## config.mk

```make
export PLATFORM = sky130hd
export DESIGN_NAME = ymodem_frame_receiver
export DESIGN_NICKNAME = d
export VERILOG_FILES = /design/src/rtl/ymr_pkg.sv /design/src/rtl/ymr_crc_byte.sv /design/src/rtl/ymr_framer.sv /design/src/rtl/ymodem_frame_receiver.sv
export VERILOG_INCLUDE_DIRS = /design/src /design/src/rtl
export SDC_FILE = /design/constraint.sdc
export NUM_CORES = 1
export LEC_CHECK = 0
export BUFFER_PORTS_ARGS = -buffer_cell sky130_fd_sc_hd__buf_2
export CAP_MARGIN = 40
export CORE_ASPECT_RATIO = 0.8
export CORE_MARGIN = 2
export CORE_UTILIZATION = 42
export CTS_BUF_LIST = sky130_fd_sc_hd__clkbuf_4
export DETAILED_ROUTE_END_ITERATION = 6
export GPL_TIMING_DRIVEN = 1
export REMOVE_ABC_BUFFERS = 1
export SYNTH_ARGS = -nofsm -noshare
export SYNTH_HDL_FRONTEND = slang
export SYNTH_SLANG_ARGS = --single-unit
```

## constraint.sdc

```tcl
create_clock -name clk_i -period 5.9 [get_ports clk_i]
set_clock_uncertainty 0.1 [all_clocks]
set_input_delay 0.59 -clock clk_i [delete_from_list [all_inputs] [get_ports clk_i]]
set_output_delay 0.59 -clock clk_i [all_outputs]
set_load 0.01 [all_outputs]
```

## src/rtl/assert_macros.svh

```systemverilog
// Assertion macros shared by the receiver's RTL files.
`ifndef ASSERT_MACROS_SVH
`define ASSERT_MACROS_SVH

// Property that must hold at every clock edge outside reset.
`define YMR_ASSERT(label, prop, msg) \
  label: assert property (@(posedge clk_i) disable iff (!rst_ni) (prop)) else $error(msg);

// Same-cycle implication outside reset.
`define YMR_ASSERT_IMPL(label, ante, cons, msg) \
  label: assert property (@(posedge clk_i) disable iff (!rst_ni) (ante) |-> (cons)) \
    else $error(msg);

// Next-cycle implication outside reset.
`define YMR_ASSERT_NEXT(label, ante, cons, msg) \
  label: assert property (@(posedge clk_i) disable iff (!rst_ni) (ante) |=> (cons)) \
    else $error(msg);

`endif

```

## src/rtl/ymr_pkg.sv

```systemverilog
// Types and constants of the YMODEM frame receiver.
package ymr_pkg;

  // Protocol bytes, CRC-16/XMODEM polynomial and gap timer constants
  localparam logic [7:0]  BYTE_SOH  = 8'h01;
  localparam logic [7:0]  BYTE_EOT  = 8'h04;
  localparam logic [15:0] CRC_POLY  = 16'h1021;
  localparam logic [15:0] GAP_RESET = 16'd200;
  localparam logic [15:0] GAP_MAX   = 16'hFFFF;

  // Input event codes
  localparam logic OP_BYTE = 1'b0;
  localparam logic OP_TICK = 1'b1;

  // Result kinds
  typedef enum logic [2:0] {
    KIND_TICK    = 3'd0,
    KIND_DROP    = 3'd1,
    KIND_HEADER  = 3'd2,
    KIND_PAYLOAD = 3'd3,
    KIND_CRCBYTE = 3'd4,
    KIND_GOOD    = 3'd5,
    KIND_CRCERR  = 3'd6,
    KIND_EOT     = 3'd7
  } kind_e;

  // Input beat
  typedef struct packed {
    logic       op;
    logic [7:0] in_byte;
  } in_t;

  // Result beat
  typedef struct packed {
    kind_e      kind;
    logic [7:0] out_byte;
    logic [6:0] payload_index;
    logic [7:0] frame_number;
    logic       gap_discard;
  } out_t;

endpackage

```

## src/rtl/ymr_crc_byte.sv

```systemverilog
// Bytewise CRC-16/XMODEM update, unrolled into XOR logic.
module ymr_crc_byte (
  input  logic [15:0] crc_i,
  input  logic [7:0]  byte_i,
  output logic [15:0] crc_o
);

  // Shift eight bits through the polynomial
  always_comb begin
    logic [15:0] c;
    c = crc_i ^ {byte_i, 8'h00};
    for (int k = 0; k < 8; k++) begin
      if (c[15]) begin
        c = {c[14:0], 1'b0} ^ ymr_pkg::CRC_POLY;
      end else begin
        c = {c[14:0], 1'b0};
      end
    end
    crc_o = c;
  end

endmodule

```

## src/rtl/ymr_framer.sv

```systemverilog
// Framing state, gap timer and result decode of the receiver.
`include "assert_macros.svh"

module ymr_framer #(
  parameter int unsigned PAYLOAD_BYTES = 128
) (
  input  logic           clk_i,
  input  logic           rst_ni,
  input  logic           step_i,
  input  ymr_pkg::in_t   item_i,
  input  logic           cfg_we_i,
  input  logic [15:0]    cfg_data_i,
  output ymr_pkg::out_t  result_o
);

  localparam int unsigned POS_W = $clog2(PAYLOAD_BYTES + 5);

  localparam logic [POS_W-1:0] POS_START  = POS_W'(0);
  localparam logic [POS_W-1:0] POS_ID     = POS_W'(1);
  localparam logic [POS_W-1:0] POS_CPL    = POS_W'(2);
  localparam logic [POS_W-1:0] POS_DATA   = POS_W'(3);
  localparam logic [POS_W-1:0] POS_CRC_HI = POS_W'(PAYLOAD_BYTES + 3);
  localparam logic [POS_W-1:0] POS_LAST   = POS_W'(PAYLOAD_BYTES + 4);

  logic [POS_W-1:0] pos_q, pos_d, pos_eff;
  logic [7:0]       id_q, id_d;
  logic [15:0]      crc_q, crc_d, crc_next;
  logic [7:0]       crc_hi_q, crc_hi_d;
  logic [15:0]      gap_q, gap_d;
  logic [15:0]      gap_limit_q;
  logic [POS_W+6:0] pidx_wide;
  ymr_pkg::kind_e   kind;
  logic             gap_drop;

  ymr_crc_byte u_crc (
    .crc_i  (crc_q),
    .byte_i (item_i.in_byte),
    .crc_o  (crc_next)
  );

  // Offset into the data field, widened with zeros; the result keeps only its low 7 bits
  assign pidx_wide = {7'd0, pos_eff - POS_DATA};

  // Decode one beat and work out the next state
  always_comb begin
    pos_d    = pos_q;
    id_d     = id_q;
    crc_d    = crc_q;
    crc_hi_d = crc_hi_q;
    gap_d    = gap_q;
    pos_eff  = pos_q;
    gap_drop = 1'b0;
    kind     = ymr_pkg::KIND_TICK;
    if (item_i.op == ymr_pkg::OP_TICK) begin
      if (gap_q != ymr_pkg::GAP_MAX) begin
        gap_d = gap_q + 16'd1;
      end
    end else begin
      gap_d = '0;
      // Drop a partial frame after too long a silence
      if (gap_q > gap_limit_q && pos_q != POS_START) begin
        pos_eff  = POS_START;
        pos_d    = POS_START;
        gap_drop = 1'b1;
      end
      priority if (pos_eff == POS_START) begin
        if (item_i.in_byte == ymr_pkg::BYTE_SOH) begin
          pos_d = POS_ID;
          crc_d = '0;
          kind  = ymr_pkg::KIND_HEADER;
        end else if (item_i.in_byte == ymr_pkg::BYTE_EOT) begin
          id_d = '0;
          kind = ymr_pkg::KIND_EOT;
        end else begin
          kind = ymr_pkg::KIND_DROP;
        end
      end else if (pos_eff == POS_ID) begin
        if (item_i.in_byte == id_q) begin
          pos_d = POS_CPL;
          kind  = ymr_pkg::KIND_HEADER;
        end else begin
          pos_d = POS_START;
          kind  = ymr_pkg::KIND_DROP;
        end
      end else if (pos_eff == POS_CPL) begin
        if (item_i.in_byte == ~id_q) begin
          pos_d = POS_DATA;
          kind  = ymr_pkg::KIND_HEADER;
        end else begin
          pos_d = POS_START;
          kind  = ymr_pkg::KIND_DROP;
        end
      end else if (pos_eff < POS_CRC_HI) begin
        crc_d = crc_next;
        pos_d = pos_eff + POS_W'(1);
        kind  = ymr_pkg::KIND_PAYLOAD;
      end else if (pos_eff == POS_CRC_HI) begin
        crc_hi_d = item_i.in_byte;
        pos_d    = pos_eff + POS_W'(1);
        kind     = ymr_pkg::KIND_CRCBYTE;
      end else begin
        if ({crc_hi_q, item_i.in_byte} == crc_q) begin
          id_d = id_q + 8'd1;
          kind = ymr_pkg::KIND_GOOD;
        end else begin
          kind = ymr_pkg::KIND_CRCERR;
        end
        pos_d = POS_START;
      end
    end
  end

  // Assemble the result beat
  always_comb begin
    result_o.kind          = kind;
    result_o.out_byte      = (item_i.op == ymr_pkg::OP_TICK) ? 8'd0 : item_i.in_byte;
    result_o.payload_index = (kind == ymr_pkg::KIND_PAYLOAD) ? pidx_wide[6:0] : 7'd0;
    result_o.frame_number  = id_q;
    result_o.gap_discard   = gap_drop;
  end

  // Advance framing state once per consumed beat
  always_ff @(posedge clk_i or negedge rst_ni) begin
    if (!rst_ni) begin
      pos_q    <= POS_START;
      id_q     <= '0;
      crc_q    <= '0;
      crc_hi_q <= '0;
      gap_q    <= '0;
    end else if (step_i) begin
      pos_q    <= pos_d;
      id_q     <= id_d;
      crc_q    <= crc_d;
      crc_hi_q <= crc_hi_d;
      gap_q    <= gap_d;
    end
  end

  // Hold the gap limit register
  always_ff @(posedge clk_i or negedge rst_ni) begin
    if (!rst_ni) begin
      gap_limit_q <= ymr_pkg::GAP_RESET;
    end else if (cfg_we_i) begin
      gap_limit_q <= cfg_data_i;
    end
  end

  `YMR_ASSERT(a_pos_range, pos_q <= POS_LAST, "frame position out of range")
  `YMR_ASSERT_NEXT(a_eot_clears_id, step_i && kind == ymr_pkg::KIND_EOT, id_q == 8'd0, "EOT did not clear id")
  `YMR_ASSERT_NEXT(a_good_adv_id, step_i && kind == ymr_pkg::KIND_GOOD, id_q == $past(id_q) + 8'd1, "good frame did not advance id")
  `YMR_ASSERT_NEXT(a_end_restarts, step_i && (kind == ymr_pkg::KIND_GOOD || kind == ymr_pkg::KIND_CRCERR), pos_q == POS_START, "frame end did not restart framing")

endmodule

```

## src/rtl/ymodem_frame_receiver.sv

```systemverilog
// Top level of the YMODEM 128-byte frame receiver with CRC-16/XMODEM check.
//
//   channel  direction  handshake                payload
//   -------  ---------  -----------------------  ----------------------------
//   in       sink       in_valid_i / in_ready_o   in_data_i  (op, in_byte)
//   out      source     out_valid_o / out_ready_i out_data_o (kind .. gap_discard)
//   cfg      sink       cfg_valid_i / cfg_ready_o cfg_data_i (gap_limit)
//
// One beat per cycle sustained while out_ready_i stays high; a beat passes the input then the output register.
// The single path is input register -> framer decode and CRC byte update -> output register.
// Reset clears all framing state and loads gap_limit with 200; no clearing pass.
// An output stall holds the result; one more beat waits in the input register,
// then in_ready_o drops until the result is taken.
`include "assert_macros.svh"

module ymodem_frame_receiver #(
  parameter int unsigned PAYLOAD_BYTES = 128
) (
  input  logic          clk_i,
  input  logic          rst_ni,
  input  logic          in_valid_i,
  output logic          in_ready_o,
  input  ymr_pkg::in_t  in_data_i,
  output logic          out_valid_o,
  input  logic          out_ready_i,
  output ymr_pkg::out_t out_data_o,
  input  logic          cfg_valid_i,
  output logic          cfg_ready_o,
  input  logic [15:0]   cfg_data_i
);

  logic          in_valid_q;
  ymr_pkg::in_t  in_data_q;
  logic          out_valid_q;
  ymr_pkg::out_t out_data_q;
  ymr_pkg::out_t result;
  logic          out_free;
  logic          step;

  // Move a beat into the output register whenever it is empty or draining
  assign out_free    = !out_valid_q || out_ready_i;
  assign step        = in_valid_q && out_free;
  assign in_ready_o  = !in_valid_q || out_free;
  assign cfg_ready_o = 1'b1;

  ymr_framer #(
    .PAYLOAD_BYTES (PAYLOAD_BYTES)
  ) u_framer (
    .clk_i      (clk_i),
    .rst_ni     (rst_ni),
    .step_i     (step),
    .item_i     (in_data_q),
    .cfg_we_i   (cfg_valid_i),
    .cfg_data_i (cfg_data_i),
    .result_o   (result)
  );

  // Input register
  always_ff @(posedge clk_i or negedge rst_ni) begin
    if (!rst_ni) begin
      in_valid_q <= 1'b0;
    end else if (in_valid_i && in_ready_o) begin
      in_valid_q <= 1'b1;
    end else if (step) begin
      in_valid_q <= 1'b0;
    end
  end

  always_ff @(posedge clk_i) begin
    if (in_valid_i && in_ready_o) begin
      in_data_q <= in_data_i;
    end
  end

  // Output register
  always_ff @(posedge clk_i or negedge rst_ni) begin
    if (!rst_ni) begin
      out_valid_q <= 1'b0;
    end else if (step) begin
      out_valid_q <= 1'b1;
    end else if (out_ready_i) begin
      out_valid_q <= 1'b0;
    end
  end

  always_ff @(posedge clk_i) begin
    if (step) begin
      out_data_q <= result;
    end
  end

  assign out_valid_o = out_valid_q;
  assign out_data_o  = out_data_q;

  `YMR_ASSERT_IMPL(a_stall_cause, !in_ready_o, in_valid_q && out_valid_q && !out_ready_i, "input stalled without output backpressure")
  `YMR_ASSERT_NEXT(a_step_fills_out, step, out_valid_o, "consumed beat produced no result")
  `YMR_ASSERT_IMPL(a_tick_clean, out_valid_o && out_data_o.kind == ymr_pkg::KIND_TICK, out_data_o.gap_discard == 1'b0 && out_data_o.out_byte == 8'd0, "tick result carries byte data")

endmodule
```

==> flow_summary.toml, run 1 <==
[outcome]
run_status = "finished clean"

[placement]
gp_congestion = 0.841
portBuffers = 58
dp.final_hpwl_mm = 10.1

[worst_setup_path]
timing.critical_path.from_type = "flip-flop"
criticalPathCategory = "reg -> reg"
path_cells = "or3_1, or4_4, o32a_4, o41ai_4, buf_4, and2_1, inv_1, ha_1, nor2_1, nand2_1, nor3_1, o21ai_0, o211ai_1, nor3_1"
cpPeakStageDelay_ns = 0.55
rr_startpoint = "u_framer.pos_q[2]"
cpLargestDelayFamily = "simple AND/OR/NAND/NOR gates"
worst_r2r_path_depth = 14
worst_ep_required_time_ns = 6.03
r2r_end = "out_data_o[14]"
worst-r2r-setup-slack_ns = 1.46
cp.depth = 14
worst-path-max-fanout = 16
cp_slowest_cell = "sky130_fd_sc_hd__o211ai_1"
setup.worst_path.end_class = "flip-flop"
critical_path_buf_inv_count = 2
critical_path.most_common_cell = "sky130_fd_sc_hd__nor3_1"
worstPathArrival_ns = 4.58

[floorplanning]
initial_utilization = 0.436
core.rowCount = 38
floorplan.die.height_um = 111
die_width_um = 137
fp.coreArea_mm2 = 0.0137
dieArea_mm2 = 0.0152
pin_count = 60

[grt]
vias_in_the_first_global_route = 4309
grt_start_max_net_pins = 46
grt_first_pass_wirelength_mm = 22.6
gr-total-overflow = 0
antenna_found_initial = 1
track_usage = 0.190

[synth]
synth_async_sr_flop_share = 0.673
synthesis.instances = 569
synth_top_cells_by_area = "sky130_fd_sc_hd__dfrtp_1 30%, sky130_fd_sc_hd__edfxtp_1 18%, sky130_fd_sc_hd__xnor2_1 5.3%"
synth_enable_flop_cells = 36
warnings_from_yosys = 0
synth.cell_area_mm2 = 0.00599
yosys.cell_types.count = 63
avgSynthCellArea_um2 = 10.5
post-synth-top-area-cell = "sky130_fd_sc_hd__dfrtp_1"
synth_seq_area_share = 0.490
synth_top_cell_area_share = 0.297
synthFlopType = "sky130_fd_sc_hd__dfrtp_1"
yosys_register_bits = 110

[timing]
setup-violations-final = 0
finalMaxSlewViolations = 0
fmax_mhz = 225
grt_setup_unrepaired = "false"
worst-slew-pin-transition_ns = 0.916
timing_hold_violations_final = 0
fin_crit_ns = 4.44
final.setup.tns_ns = 0
layout_worst_path_cycle_share = 0.753
hold-worst-slack_ns = 0.153
slew_headroom = 0.388

[drt]
totalWireLength_mm = 13.5
detail_route.vias_per_cell = 5.40
route.vias.total = 4340
remaining_drc_errors = 0
detail-route-antenna-nets = 0
drt_iter0_drc = 317
wl_per_cell_um = 16.9
drt_pass_1_iters = 5

[final_layout]
drive_gt1_frac = 0.167
area_growth_pct = 10.1
filler_cell_count = 1288
finish.net_count = 670

[power_and_ir_drop]
part_of_the_power_in_the_clock_network = 0.161
finalPower_mw = 2.16
power.share.combinational = 0.376
peakVddDrop_v = 0.000173
power.density_mw_per_mm2 = 327
power.net_switching_mw = 0.818
leakage_nw = 2.83
internal-power_mw = 1.34
power.share.sequential = 0.463
power_switching_share = 0.379

[clock_network]
postCtsSetupBuffers = 0
cts_tree = "yes"
clock_sink_count = 110
clockBufferDepth = 2
cts-htree-levels = 3
clockRootBuffer = "sky130_fd_sc_hd__clkbuf_4"
clock_input_transition_at_the_sequential_cells_of_the_worst_setup_and_hold_paths_ns = 0.16
clk_latency_ns = 0.51
cts_inserted_buffers = 9

[min_path]
hold_path.startpoint = "in_data_i[6]"
hold_depth = 1
min-delay-path-class = "in -> reg"
holdPathEnd = "in_data_q[6]"

[flow_run]
timing.max_cap.violations = 0
==> layout by cell type, fill, tap and decap left out, types with 3 or more instances in the layout <==
cell type	instances
sky130_fd_sc_hd__clkinv_4	3
sky130_fd_sc_hd__clkbuf_4	9
sky130_fd_sc_hd__or4_1	3
sky130_fd_sc_hd__a22o_1	17
sky130_fd_sc_hd__o21a_1	3
sky130_fd_sc_hd__nand2b_1	5
sky130_fd_sc_hd__a211oi_1	4
sky130_fd_sc_hd__mux2_2	9
sky130_fd_sc_hd__nor2_1	36
sky130_fd_sc_hd__xnor2_1	36
sky130_fd_sc_hd__dfstp_2	3
sky130_fd_sc_hd__xor2_1	32
sky130_fd_sc_hd__o211ai_1	4
sky130_fd_sc_hd__a31oi_1	4
sky130_fd_sc_hd__nand2_1	46
sky130_fd_sc_hd__a21oi_1	15
sky130_fd_sc_hd__edfxtp_1	36
sky130_fd_sc_hd__or3_1	14
sky130_fd_sc_hd__and2_1	7
sky130_fd_sc_hd__nor2b_1	13
sky130_fd_sc_hd__nand3_1	14
sky130_fd_sc_hd__inv_1	28
sky130_fd_sc_hd__a21o_1	4
sky130_fd_sc_hd__nor3_1	16
sky130_fd_sc_hd__ha_1	23
sky130_fd_sc_hd__nor4_1	7
sky130_fd_sc_hd__o21ai_0	37
sky130_fd_sc_hd__and3_1	3
sky130_fd_sc_hd__buf_2	58
sky130_fd_sc_hd__dfrtp_1	71
sky130_fd_sc_hd__nand4_1	12
sky130_fd_sc_hd__o31ai_1	3
==> how the worst max path moves through the flow <==
stage | startpoint | endpoint | slack, ns
finish | u_framer.pos_q[2] | out_data_o[14] | 1.46
global route | u_framer.gap_limit_q[7] | u_framer.pos_q[5] | 1.10
CTS | u_framer.pos_q[2] | out_data_o[11] | 1.48
detailed placement | u_framer.pos_q[2] | out_data_o[11] | 1.52
global placement | u_framer.pos_q[2] | out_data_o[12] | 1.56
floorplan | u_framer.gap_limit_q[7] | u_framer.pos_q[7] | 1.94
==> cells in the mapped netlist (9+ instances only) <==
library cell,instances
sky130_fd_sc_hd__a21oi_1,15
sky130_fd_sc_hd__a22o_1,17
sky130_fd_sc_hd__clkbuf_1,19
sky130_fd_sc_hd__dfrtp_1,71
sky130_fd_sc_hd__edfxtp_1,36
sky130_fd_sc_hd__ha_1,23
sky130_fd_sc_hd__inv_1,28
sky130_fd_sc_hd__mux2_2,9
sky130_fd_sc_hd__nand2_1,46
sky130_fd_sc_hd__nand3_1,14
sky130_fd_sc_hd__nand4_1,12
sky130_fd_sc_hd__nor2_1,36
sky130_fd_sc_hd__nor2b_1,13
sky130_fd_sc_hd__nor3_1,16
sky130_fd_sc_hd__o21ai_0,37
sky130_fd_sc_hd__or3_1,14
sky130_fd_sc_hd__xnor2_1,36
sky130_fd_sc_hd__xor2_1,32
==> sequential cells by signal (all words and copies together), names as in the netlist <==
| name | flops |
|---|---|
| u_framer.gap_q | 16 |
| in_data_q | 9 |
| u_framer.pos_q | 8 |
| u_framer.crc_q | 16 |
| u_framer.id_q | 8 |
| out_data_o | 27 |
| in_valid_q | 1 |
| u_framer.gap_limit_q | 16 |
| out_valid_o | 1 |
| u_framer.crc_hi_q | 8 |
==> timing repair <==
action | in CTS | in global routing
gates resized for setup | 0 | 0
hold endpoints to repair | 27 | 0
hold buffers | 1 | 0
endpoints found under the setup margin | 0 | 0
==> power groups by stage <==
| stage | Clock [mW] | Sequential, mW | Combinational [mW] |
|---|---|---|---|
| floorplan | 0 | 1.00 | 0.594 |
| global placement | 0 | 1.01 | 0.785 |
| detailed placement | 0 | 1.01 | 0.803 |
| CTS | 0.363 | 0.998 | 0.811 |
| global route | 0.393 | 1.01 | 0.897 |
| finish | 0.347 | 0.999 | 0.812 |
==> worst register-to-register path, delay by kind of cell, from the launching register on <==
family / cells / cell delay (ns)
flip-flops: 1 / 0.50
AO/OA/AOI/OAI: 4 / 1.09
buffers and inverters: 2 / 0.35
AND/OR/NAND/NOR: 7 / 1.82
adder cells (fa/ha/maj): 1 / 0.32
==> cell type report <==
type / instances / area, um2 / area share
multi-input combinational: 403 / 2810 / 0.426
tap: 180 / 225 / 0.0342
timing repair buffer: 65 / 397 / 0.0602
antenna: 1 / 2.50 / 0.000380
inverter: 28 / 105 / 0.0160
sequential: 110 / 2940 / 0.446
clock inverter: 7 / 50.0 / 0.00760
clock buffer: 9 / 67.6 / 0.0103
==> metrics by stage <==
step / util / worst slack, ns / instances / instance area [um2]
floorplan: - / 1.94 / 541 / 5850
global placement: 0.464 / 1.56 / 781 / 6380
detailed placement: 0.470 / 1.52 / 785 / 6460
CTS: 0.479 / 1.48 / 802 / 6590
global route: 0.480 / 1.10 / 803 / 6590
finish: 0.480 / 1.46 / 803 / 6590
==> cells by family (layout without fill, tap and decap cells) <==
kind of cell | Yosys count | count (layout) | synth area share
adder cells (fa/ha/maj) | 23 | 23 | 0.0481
flip-flops | 110 | 110 | 0.490
XOR/XNOR | 68 | 68 | 0.0995
multiplexers | 10 | 10 | 0.0186
buffers and inverters | 56 | 109 | 0.0410
AND/OR/NAND/NOR | 192 | 192 | 0.168
AO/OA/AOI/OAI | 109 | 109 | 0.134
other | 1 | 2 | 0.000626
==> metal layers <==
layer	GRT usage	routed length [um]	share of wire	vias up
met4	0.0433	123	0.0091	0
li1	-	-	-	2128
met1	0.286	7030	0.52	2110
met2	0.273	5730	0.42	94
met3	0.0476	652	0.048	8
met5	0	0	0	-
Power figures use the tool's default switching activity.
==> inputs of run 2 (changes only) <==
Clock period 5.9 ns to 3.8 ns, I/O delays scaled along.
==> flow_summary.toml, run 2 (same netlist as run 1, synthesis figures left out) <==
[drt]
drt_pass_1_iters = 5
drt_iter0_drc = 319
detail_route.vias_per_cell = 5.30
totalWireLength_mm = 13.7
wl_per_cell_um = 15.9
remaining_drc_errors = 0
detail-route-antenna-nets = 0
route.vias.total = 4581

[worst_setup_path]
worst_r2r_path_depth = 13
critical_path_buf_inv_count = 1
setup.worst_path.end_class = "flip-flop"
worst-r2r-setup-slack_ns = 0.07
criticalPathCategory = "reg -> reg"
cpLargestDelayFamily = "simple AND/OR/NAND/NOR gates"
cp_slowest_cell = "sky130_fd_sc_hd__or4_4"
r2r_end = "u_framer.pos_q[6]"
worstPathArrival_ns = 3.99
rr_startpoint = "u_framer.gap_q[14]"
path_cells = "ha_1, nand4_1, or4_4, o32a_4, o41ai_4, and2_4, clkinvlp_4, ha_4, or3_4, nand2_2, o21ai_2, or3_4, o31ai_1"
critical_path.most_common_cell = "sky130_fd_sc_hd__or3_4"
worst_ep_required_time_ns = 4.07
worst-path-max-fanout = 5
cpPeakStageDelay_ns = 0.61
cp.depth = 13
timing.critical_path.from_type = "flip-flop"

[power_and_ir_drop]
power.share.sequential = 0.424
power.share.combinational = 0.415
leakage_nw = 3.19
internal-power_mw = 2.34
part_of_the_power_in_the_clock_network = 0.161
power_switching_share = 0.359
power.net_switching_mw = 1.31
peakVddDrop_v = 0.000226
power.density_mw_per_mm2 = 499

[floorplanning]
core.rowCount = 38
die_width_um = 137
dieArea_mm2 = 0.0152
initial_utilization = 0.436
floorplan.die.height_um = 111
fp.coreArea_mm2 = 0.0137
pin_count = 60

[timing]
timing_hold_violations_final = 0
setup-violations-final = 0
worst-slew-pin-transition_ns = 0.762
grt_setup_unrepaired = "true"
fmax_mhz = 268
slew_headroom = 0.488
finalMaxSlewViolations = 0
final.setup.tns_ns = 0
fin_crit_ns = 3.73
layout_worst_path_cycle_share = 0.980

[clock_network]
cts_inserted_buffers = 9
cts_tree = "yes"
clockRootBuffer = "sky130_fd_sc_hd__clkbuf_4"
clockBufferDepth = 2
clock_input_transition_at_the_sequential_cells_of_the_worst_setup_and_hold_paths_ns = 0.14
clock_sink_count = 110
clk_latency_ns = 0.46
cts-htree-levels = 3

[grt]
antenna_found_initial = 1
track_usage = 0.191
vias_in_the_first_global_route = 4601
grt_first_pass_wirelength_mm = 23.2
gr-total-overflow = 0
grt_start_max_net_pins = 33

[outcome]
run_status = "finished clean"

[placement]
gp_congestion = 0.906
portBuffers = 58
numPlacedInstances = 818
dp.final_hpwl_mm = 9.94

[final_layout]
finish.net_count = 732
layout_common_cells = "71 x sky130_fd_sc_hd__dfrtp_1, 58 x sky130_fd_sc_hd__buf_2, 44 x sky130_fd_sc_hd__buf_4"
drive_gt1_frac = 0.257
post_layout_nonfiller_instances = 865
largest_reg_flops = 27
area_growth_pct = 22.2
mostFrequentLayoutCell = "sky130_fd_sc_hd__dfrtp_1"

[min_path]
hold_path.startpoint = "cfg_data_i[14]"
min-delay-path-class = "in -> reg"
holdPathEnd = "u_framer.gap_limit_q[14]"
hold_depth = 3

[flow_run]
timing.max_cap.violations = 0
==> run 2: cell count changes in the layout (fill, tap and decap cells not counted), sizes merged <==
cell           change
buf               +42
dlygate4sd3       +21
clkinv             -5
clkbuf             +3
bufinv             +1
clkdlybuf4s15      -1
clkinvlp           +1
==> run 2: metrics by stage <==
step / setup slack [ns] / power (mW) / cell area (um2) / util / hold WS (ns)
final: 0.0744 / 3.65 / 7320 / 0.533 / 0.0304
after global routing: -0.0506 / 3.90 / 7320 / 0.533 / 0.0100
after CTS: 0.0141 / 3.55 / 7120 / 0.518 / 0.000280
after detailed placement: -0.241 / 2.90 / 6690 / 0.487 / 0.230
after global placement: -0.135 / 2.87 / 6660 / 0.485 / 0.224
after floorplan: -0.162 / 2.48 / 5850 / - / -0.0156
==> run 2: layer usage <==
layer | global-route usage | up-vias | wire [um]
li1 | - | 2237 | -
met1 | 0.293 | 2212 | 7070
met2 | 0.276 | 125 | 5920
met3 | 0.0361 | 7 | 625
met4 | 0.0467 | 0 | 93
met5 | 0 | - | 0
==> run 2: worst max-delay path by stage <==
stage	end	slack, ns	from
final	u_framer.pos_q[6]	0.07	u_framer.gap_q[14]
after global routing	u_framer.pos_q[6]	-0.05	u_framer.gap_limit_q[13]
after CTS	u_framer.pos_q[7]	0.01	u_framer.gap_limit_q[7]
after detailed placement	out_data_o[11]	-0.24	u_framer.gap_limit_q[7]
after global placement	out_data_o[15]	-0.14	u_framer.gap_limit_q[7]
after floorplan	u_framer.pos_q[7]	-0.16	u_framer.gap_limit_q[7]
==> run 2: what timing repair did <==
action	CTS	global route
gates resized for setup	8	33
buffers inserted	2	6
pin swaps	2	13
hold buffers	22	0
hold endpoints to repair	37	0
endpoints found under the setup margin	30	32
==> run 2: power groups by stage <==
stage / Clock (mW) / Combinational (mW) / Sequential, mW
floorplan: 0 / 0.923 / 1.55
global placement: 0 / 1.31 / 1.57
detailed placement: 0 / 1.32 / 1.57
CTS: 0.613 / 1.39 / 1.55
global route: 0.659 / 1.67 / 1.57
finish: 0.587 / 1.52 / 1.55
==> run 2: cell type report <==
| type | instances | area (um2) |
|---|---|---|
| Clock buffer | 12 | 90.1 |
| Antenna cell | 1 | 2.50 |
| Inverter | 28 | 109 |
| Sequential cell | 110 | 2940 |
| Multi-Input combinational cell | 403 | 3000 |
| Fill cell | 1215 | 6420 |
| Clock inverter | 4 | 47.5 |
| Timing Repair Buffer | 127 | 908 |
| Tap cell | 180 | 225 |
==> run 2: tightest hold or removal path, stage by stage <==
cell and delay (ns):
sky130_fd_sc_hd__buf_2 0.07, sky130_fd_sc_hd__nand2_1 0.04, sky130_fd_sc_hd__o21ai_0 0.06
==> inputs of run 3 (changes only) <==
Settings changed: CELL_PAD_IN_SITES_DETAIL_PLACEMENT from default to 1, CELL_PAD_IN_SITES_GLOBAL_PLACEMENT from default to 2, CORE_UTILIZATION 42 to 36, PLACE_DENSITY_LB_ADDON from default to 0.1.
==> flow_summary.toml, run 3 (same netlist as run 1, synthesis figures left out) <==
[outcome]
run_status = "finished clean"

[clock_network]
cts-htree-levels = 3
clk_latency_ns = 0.52
clock_input_transition_at_the_sequential_cells_of_the_worst_setup_and_hold_paths_ns = 0.17
clockRootBuffer = "sky130_fd_sc_hd__clkbuf_4"
clock_sink_count = 110
cts_tree = "yes"
cts_inserted_buffers = 9
clockBufferDepth = 2

[placement]
dp.final_hpwl_mm = 11.8
postPlaceCellArea_mm2 = 0.00683
portBuffers = 58
gp_congestion = 0.834

[drt]
remaining_drc_errors = 0
drt_iter0_drc = 234
drt_pass_1_iters = 4
detail-route-antenna-nets = 0
totalWireLength_mm = 16.0
detail_route.vias_per_cell = 5.08
wl_per_cell_um = 17.3
route.vias.total = 4681

[final_layout]
layout_common_cells = "71 x sky130_fd_sc_hd__dfrtp_1, 58 x sky130_fd_sc_hd__buf_2, 54 x sky130_fd_sc_hd__buf_4"
drive_gt1_frac = 0.260
finish.net_count = 748
final_design_area_no_fill_mm2 = 0.00748
largest_reg_flops = 27
mostFrequentLayoutCell = "sky130_fd_sc_hd__dfrtp_1"
filler_cell_count = 1846
area_growth_pct = 24.9

[worst_setup_path]
worst-path-max-fanout = 8
worst_r2r_path_depth = 16
timing.critical_path.from_type = "flip-flop"
setup.worst_path.end_class = "flip-flop"
worst_ep_required_time_ns = 3.99
criticalPathCategory = "reg -> reg"
rr_startpoint = "u_framer.gap_limit_q[7]"
worst-r2r-setup-slack_ns = 0.13
worstPathArrival_ns = 3.86
r2r_end = "out_data_o[14]"

[power_and_ir_drop]
finalPower_mw = 3.76
part_of_the_power_in_the_clock_network = 0.169
power.share.combinational = 0.419
power_switching_share = 0.374
peakVddDrop_v = 0.000298
power.share.sequential = 0.412
leakage_nw = 3.25
internal-power_mw = 2.35
power.net_switching_mw = 1.41
power.density_mw_per_mm2 = 502

[floorplanning]
initial_utilization = 0.365
floorplan.die.height_um = 119
pin_count = 60
dieArea_mm2 = 0.0177
die_width_um = 148
core.rowCount = 42
fp.coreArea_mm2 = 0.0164

[grt]
track_usage = 0.191
gr-total-overflow = 0
antenna_found_initial = 1
grt_start_max_net_pins = 33
vias_in_the_first_global_route = 4990
grt_first_pass_wirelength_mm = 26.5

[timing]
setup-violations-final = 0
fin_crit_ns = 3.67
hold-worst-slack_ns = 0.196
timing_hold_violations_final = 0
fmax_mhz = 272
layout_worst_path_cycle_share = 0.967
slew_headroom = 0.489
finalMaxSlewViolations = 0
worst-slew-pin-transition_ns = 0.763

[min_path]
hold_depth = 3
min-delay-path-class = "in -> reg"
holdPathEnd = "u_framer.gap_limit_q[3]"
hold_path.startpoint = "cfg_valid_i"

[flow_run]
timing.max_cap.violations = 0
-- run 3: changes by cell type in the layout (fill, tap and decap cells not counted), moves of 2 or more --
cell                            change
sky130_fd_sc_hd__o21ai_1            -2
sky130_fd_sc_hd__dlygate4sd3_1      +6
sky130_fd_sc_hd__nor3_2             -2
sky130_fd_sc_hd__a21oi_2            +3
sky130_fd_sc_hd__a21oi_4            -2
sky130_fd_sc_hd__inv_6              +2
sky130_fd_sc_hd__buf_4             +10
sky130_fd_sc_hd__clkbuf_4           -3
sky130_fd_sc_hd__a31oi_2            -2
sky130_fd_sc_hd__a31oi_1            +2
sky130_fd_sc_hd__o21ai_0            +2
-- run 3: how the worst max path moves through the flow --
stage	cells after the start	startpoint	slack, ns	end
after floorplan	14	u_framer.gap_limit_q[7]	-0.16	u_framer.pos_q[7]
after global placement	15	u_framer.gap_q[15]	-0.02	out_data_o[11]
after detailed placement	15	u_framer.gap_q[13]	-0.15	out_data_o[13]
after CTS	15	u_framer.gap_q[14]	-0.004	out_data_o[13]
after global routing	14	u_framer.gap_limit_q[7]	-0.03	u_framer.pos_q[3]
final	16	u_framer.gap_limit_q[7]	0.13	out_data_o[14]
-- run 3: power by group through the flow --
stage,sequential (mW),clock (mW),combinational [mW]
final,1.55,0.636,1.57
after global placement,1.57,0,1.42
after floorplan,1.55,0,0.923
after detailed placement,1.57,0,1.44
after global routing,1.57,0.714,1.74
after CTS,1.55,0.674,1.51
-- run 3: worst max-delay path, stage by stage, from the launching register on --
cell and delay, ns:
sky130_fd_sc_hd__dfstp_2 0.55, sky130_fd_sc_hd__inv_1 0.07, sky130_fd_sc_hd__ha_4 0.28, sky130_fd_sc_hd__nand2_1 0.07
sky130_fd_sc_hd__or4_4 0.50, sky130_fd_sc_hd__o32a_4 0.22, sky130_fd_sc_hd__o41ai_4 0.07, sky130_fd_sc_hd__and2_4 0.23
sky130_fd_sc_hd__inv_2 0.05, sky130_fd_sc_hd__ha_2 0.22, sky130_fd_sc_hd__buf_4 0.17, sky130_fd_sc_hd__nor4_4 0.31
sky130_fd_sc_hd__a21o_1 0.12, sky130_fd_sc_hd__a31oi_1 0.10, sky130_fd_sc_hd__o211ai_1 0.11, sky130_fd_sc_hd__buf_4 0.21
sky130_fd_sc_hd__nor3_1 0.07
-- run 3: metrics by stage --
stage / utilization / worst slack [ns] / cells / TNS (ns)
after CTS: 0.446 / -0.00362 / 914 / -0.00362
after global placement: 0.415 / -0.0228 / 868 / -0.139
after floorplan: - / -0.162 / 541 / -2.01
after global routing: 0.456 / -0.0250 / 922 / -0.0992
final: 0.456 / 0.126 / 922 / 0
after detailed placement: 0.417 / -0.146 / 869 / -1.26
-- run 3: routing by layer --
layer / vias up / track usage / part of all wire
li1: 2274 / - / -
met5: - / 0 / 0
met2: 60 / 0.295 / 0.44
met1: 2335 / 0.278 / 0.52
met3: 12 / 0.0387 / 0.029
met4: 0 / 0.0393 / 0.0083
-- run 3: layout make-up --
cell class / instances / area, um2 / area share
sequential: 110 / 2940 / 0.393
multi-input combinational: 403 / 2960 / 0.396
antenna: 2 / 5.00 / 0.000669
inverter: 28 / 105 / 0.0141
timing repair buffer: 143 / 1040 / 0.140
clock buffer: 9 / 67.6 / 0.00904
clock inverter: 7 / 83.8 / 0.0112
tap: 220 / 275 / 0.0368
-- run 3: what timing repair did --
action,CTS,global route
hold buffers,28,0
gates cloned,0,0
buffers inserted,1,6
endpoints found under the setup margin,13,33
endpoints found under the hold margin,54,0
pin swaps,3,6
gates resized for setup,9,23
